==> src/rtl/cdl_pkg.sv <==
`timescale 1ns / 1ps
// cdl_pkg: widths, stage positions and types shared by the cone direction limiter.
// No dependencies.
package cdl_pkg;

  localparam int COMP_W    = 24;  // vector component, Q11.12
  localparam int FRAC_W    = 12;
  localparam int COS_W     = 16;  // cone cosine, Q1.14
  localparam int COS_FRAC  = 14;
  localparam int DIR_FRAC  = 28;  // unit direction fraction bits
  localparam int NIN_W     = 44;  // widest vector fed to the normalizer
  localparam int DIR_W     = DIR_FRAC + 2;
  localparam int SHV_W     = DIR_FRAC + 1;  // component after range shift
  localparam int QUO_W     = DIR_FRAC + 1;
  localparam int POS_W     = 6;
  localparam int RAD_W     = 60;
  localparam int ROOT_W    = RAD_W / 2;
  localparam int REM_W     = ROOT_W + 1;
  localparam int MAG_W     = COMP_W + 1;

  localparam int SQRT_STAGES = ROOT_W;
  localparam int DIV_STAGES  = QUO_W;
  localparam int NORM_LAT    = 5 + SQRT_STAGES + DIV_STAGES + 1;

  // stage at which each value is held, counted from the accept edge
  localparam int ST_SC   = 2 + SQRT_STAGES;
  localparam int ST_MAG  = ST_SC + 1;
  localparam int ST_DIR  = NORM_LAT;
  localparam int ST_TMP  = ST_DIR + 7;
  localparam int ST_T    = ST_TMP + NORM_LAT;
  localparam int ST_SUM  = ST_T + 3;
  localparam int ST_U    = ST_SUM + NORM_LAT;
  localparam int ST_OUT  = ST_U + 3;

  typedef logic signed [NIN_W-1:0]  nin_t;
  typedef logic signed [DIR_W-1:0]  dir_t;
  typedef logic signed [COMP_W-1:0] comp_t;

  typedef struct packed {
    comp_t x;
    comp_t y;
    comp_t z;
    logic  lim;
  } res_t;

endpackage

==> src/rtl/cdl_sqrt.sv <==
`timescale 1ns / 1ps
// cdl_sqrt: pipelined integer square root, one result bit per stage.
// Gives floor root and remainder (radicand - root^2). Depends on cdl_pkg.
module cdl_sqrt (
  input  logic                        clk_i,
  input  logic                        en_i,
  input  logic [cdl_pkg::RAD_W-1:0]   rad_i,
  output logic [cdl_pkg::ROOT_W-1:0]  root_o,
  output logic [cdl_pkg::REM_W-1:0]   rem_o
);
  localparam int N = cdl_pkg::SQRT_STAGES;
  localparam int W = cdl_pkg::RAD_W;

  logic [W-1:0] n_q [N];
  logic [W-1:0] r_q [N];
  logic [W-1:0] n_d [N];
  logic [W-1:0] r_d [N];

  for (genvar k = 0; k < N; k++) begin : g_stage
    logic [W-1:0] n_in;
    logic [W-1:0] r_in;
    logic [W-1:0] trial;
    if (k == 0) begin : g_first
      assign n_in = rad_i;
      assign r_in = '0;
    end else begin : g_next
      assign n_in = n_q[k-1];
      assign r_in = r_q[k-1];
    end
    // trial bit weight is 4^(N-1-k)
    assign trial = r_in + (W'(1) << (2 * (N - 1 - k)));
    always_comb begin
      if (n_in >= trial) begin
        n_d[k] = n_in - trial;
        r_d[k] = (r_in >> 1) + (W'(1) << (2 * (N - 1 - k)));
      end else begin
        n_d[k] = n_in;
        r_d[k] = r_in >> 1;
      end
    end
  end

  always_ff @(posedge clk_i) begin
    if (en_i) begin
      for (int k = 0; k < N; k++) begin
        n_q[k] <= n_d[k];
        r_q[k] <= r_d[k];
      end
    end
  end

  assign root_o = r_q[N-1][cdl_pkg::ROOT_W-1:0];
  assign rem_o  = n_q[N-1][cdl_pkg::REM_W-1:0];
endmodule

==> config.mk <==
export PLATFORM = sky130hd
export DESIGN_NAME = cdl_sqrt
export DESIGN_NICKNAME = d
export VERILOG_FILES = /design/src/rtl/cdl_pkg.sv /design/src/rtl/cdl_sqrt.sv
export SDC_FILE = /design/constraint.sdc
export NUM_CORES = 2
export LEC_CHECK = 0
export BUFFER_PORTS_ARGS = -buffer_cell sky130_fd_sc_hd__buf_2
export CORE_MARGIN = 5
export CORE_UTILIZATION = 45
export CTS_CLUSTER_DIAMETER = 50
export CTS_CLUSTER_SIZE = 8
export DETAILED_ROUTE_END_ITERATION = 10
export PLACE_DENSITY = 0.66
export SKIP_LAST_GASP = 1
export SLEW_MARGIN = 20
export SYNTH_ARGS = -nofsm -noshare
export SYNTH_HDL_FRONTEND = slang
export SYNTH_SLANG_ARGS = --single-unit
==> constraint.sdc <==
create_clock -name clk_i -period 5.6 [get_ports clk_i]
set_input_delay 0 -clock clk_i [delete_from_list [all_inputs] [get_ports clk_i]]
set_output_delay 0 -clock clk_i [all_outputs]
set_load 0.03 [all_outputs]
==> flow_metrics.tcl <==
set metrics [dict create \
    result_of_the_run "finished, final reports clean" \
    antenna_found_initial 7 \
    critPathMaxFanout 47 \
    synth_cell_type_count 90 \
    seqPwrFrac_pct 44.6 \
    clockBufferDepth 4 \
    avgViaCountPerCell 5.68 \
    cts-htree-levels 5 \
    first_global_vias 69700 \
    switching_share_pct 28.8 \
    post_synth_instance_area_mm2 0.108 \
    detailedRoute.firstPassIterationCount 8 \
    r2r-start "n_q[1][465]" \
    switching_power_mw 15.0 \
    tns_ps 0 \
    die-height_um 499 \
    ctsResizeCount 0 \
    power.combinational.fraction_pct 20.5 \
    pre_cts_slack_ps 1200 \
    clock-root-buffer "sky130_fd_sc_hd__clkbuf_16" \
    timing.final.ws_setup_ps 1130 \
    startpoint_type "flop" \
    fin_nets 9676 \
    track_usage_pct 20.4 \
    postSynth.asyncResetShare_pct 0 \
    synthesis.yosys.warnings 0 \
    critical_path_class "reg2reg" \
    power_mw 52.2 \
    place.detailed.hpwl_mm 191 \
    leakage_nw 46.3 \
    worst_hold_path.endpoint "r_q[0][58]" \
    post_route_cells_drive_above_1_share_pct 7.96 \
    fin_crit_sh_pct 79.9 \
    hold_path.class "in2reg" \
    critical_path_arrival_ps 5110 \
    vdd_ir_drop_max_uv 270 \
    clock_buffers_created_by_tritoncts 349 \
    floorplan.rows 179 \
    placedCellCount 11800 \
    core_area_mm2 0.238 \
    wl_per_cell_um 21.1 \
    detail-route-antenna-nets 0 \
    crit_start "n_q[1][465]" \
    count_of_max_cap_constraint_violations 0 \
    timing_hold_violations_final 0 \
    drt_first_iter_violations 5919 \
    drt_drc_violations_left 0 \
    postRouteWirelength_mm 261 \
    max_freq_mhz 223 \
    port_buffers 122 \
    r2r_end "n_q[1][527]" \
    insertion_delay_ps 940 \
    count_of_final_setup_violators 0 \
    post-route-min-period_ps 4470 \
    clock_sink_count 2236 \
    num_io_pins 123 \
    synth.yosys.seq_area_share_pct 62.3 \
    powerDensity_mw_per_mm2 424 \
    number_of_enable_type_register_cells_in_the_synthesized_netlist 2236 \
    clk_pin_slew_ps 50 \
    synthesis.area_per_instance_um2 12.5 \
    timing.final.max_slew_violations 0 \
    most_frequent_cells_in_the_layout "sky130_fd_sc_hd__edfxtp_1, sky130_fd_sc_hd__inv_1, sky130_fd_sc_hd__nand2_1" \
    grt_first_pass_wirelength_mm 401 \
    worst_hold_path.num_cells 5 \
    skew_ps 87.0 \
    start_util_pct 45.3 \
    layout.cells.most_common "sky130_fd_sc_hd__edfxtp_1" \
    routabilityCongestion 0.925 \
    critical_path.endpoint_type "flop" \
    power.clock.fraction_pct 35.0 \
    internal_power_mw 37.1 \
    via_count 70300 \
    hp-start "rad_i[51]" \
    worst-endpoint-required_ps 6230 \
    grt_overflow 0 \
    postSynthNetCount 9187 \
    rsz_0062_raised_after_global_routing "false" \
    finalNonFillerCells 12400 \
    die_w_um 499 \
    maximum_number_of_pins_on_one_net_before_global_route_repair 198 \
    number_of_standard_cells_after_synthesis 8630 \
    syn_to_final_growth_pct 14.2 \
    worst-r2r-setup-slack_ps 1130 \
    tightest_slew_ps 1270 \
    number_of_cells_on_the_worst_reg_to_reg_path 10 \
    design.die.area_mm2 0.249 \
    ys.flop_type "sky130_fd_sc_hd__edfxtp_1" \
    yosys_register_bits 2236 \
    cts_tree "yes" \
    relSlewSlack_pct 15.3 \
]
==> area by class of cell <==
cell class / count / area [um2]
inverter: 618 / 2320
clock buffer: 369 / 8890
clock inverter: 54 / 541
tap: 3167 / 3960
sequential: 2236 / 67100
multi-input combinational: 5608 / 37800
antenna: 12 / 30.0
timing repair buffer: 306 / 2450
fill: 19800 / 115000
==> Yosys cell counts, drive strengths merged, types with 146 or more instances <==
cell,number,share of area (%)
edfxtp,2236,62
xnor2,418,3.4
a21o,203,1.4
clkbuf,146,0.51
nor3,209,0.98
a21oi,548,2.5
nor2,582,2.0
xor2,385,3.1
ha,495,5.7
inv,617,2.1
o21ai,421,2.0
nand2,588,2.0
nor4,300,1.7
==> sequential cells by signal, indices dropped and copies added, names as in the netlist <==
register	flops
r_q	465
n_q	1771
==> worst max-delay path, stage by stage (launching register included) <==
cell and delay [ps]:
sky130_fd_sc_hd__edfxtp_1 480, sky130_fd_sc_hd__or4_1 570, sky130_fd_sc_hd__or3_1 410, sky130_fd_sc_hd__nor4_1 940
sky130_fd_sc_hd__o311ai_0 460, sky130_fd_sc_hd__a211oi_4 300, sky130_fd_sc_hd__buf_4 440, sky130_fd_sc_hd__or4_1 260
sky130_fd_sc_hd__nor2_1 100, sky130_fd_sc_hd__nand2_1 140, sky130_fd_sc_hd__xnor2_1 70
==> layer usage <==
layer  part of all wire, %  up-vias  wire [um]  track usage, %
li1                      -    33200          -               -
met1                    41    34200     108000            25.8
met2                    50     2283     129000            35.4
met3                   5.4      600      14100            3.37
met4                   3.7        2       9610            7.29
met5                0.0054        -         14               0
==> power by group through the flow <==
stage	Combinational (mW)	Sequential [mW]	Clock (mW)
after floorplan	7.59	22.7	0
after global placement	10.3	23.5	0
after detailed placement	10.4	23.5	0
after CTS	10.6	23.2	18.6
after global routing	11.8	23.4	19.4
final	10.7	23.2	18.2
==> how the worst max path moves through the flow <==
stage | depth (start not counted) | slack [ps] | end
after floorplan | 10 | 1980 | n_q[0][882]
after global placement | 10 | 1250 | n_q[1][718]
after detailed placement | 10 | 1200 | n_q[1][718]
after CTS | 10 | 1140 | n_q[1][718]
after global routing | 10 | 820 | n_q[0][761]
final | 10 | 1130 | n_q[1][527]
==> through the flow <==
stage,cell area [um2],util [%],hold WS (ps)
6_report,123000,51.7,136
3_5_place_dp,112000,47.2,193
5_1_grt,123000,51.7,110
4_1_cts,123000,51.7,1.54
2_1_floorplan,108000,-,98.9
3_3_place_gp,112000,47.2,192
==> repair_timing <==
item,in CTS,in global routing
hold buffers,123,0
buffers inserted,0,0
hold endpoints to repair,311,0
==> kinds of logic (layout without fill, tap and decap cells) <==
logic type	count (synthesis)	after routing	synth area share, %
multiplexers	71	71	0.742
flip-flops	2236	2236	62.3
adder cells (fa/ha/maj)	495	495	5.75
other	0	12	0
AND/OR/NAND/NOR	2570	2570	12.3
AO/OA/AOI/OAI	1669	1669	9.58
XOR/XNOR	803	803	6.53
buffers and inverters	786	1347	2.78
No activity file was read; power rests on OpenSTA's default activity.
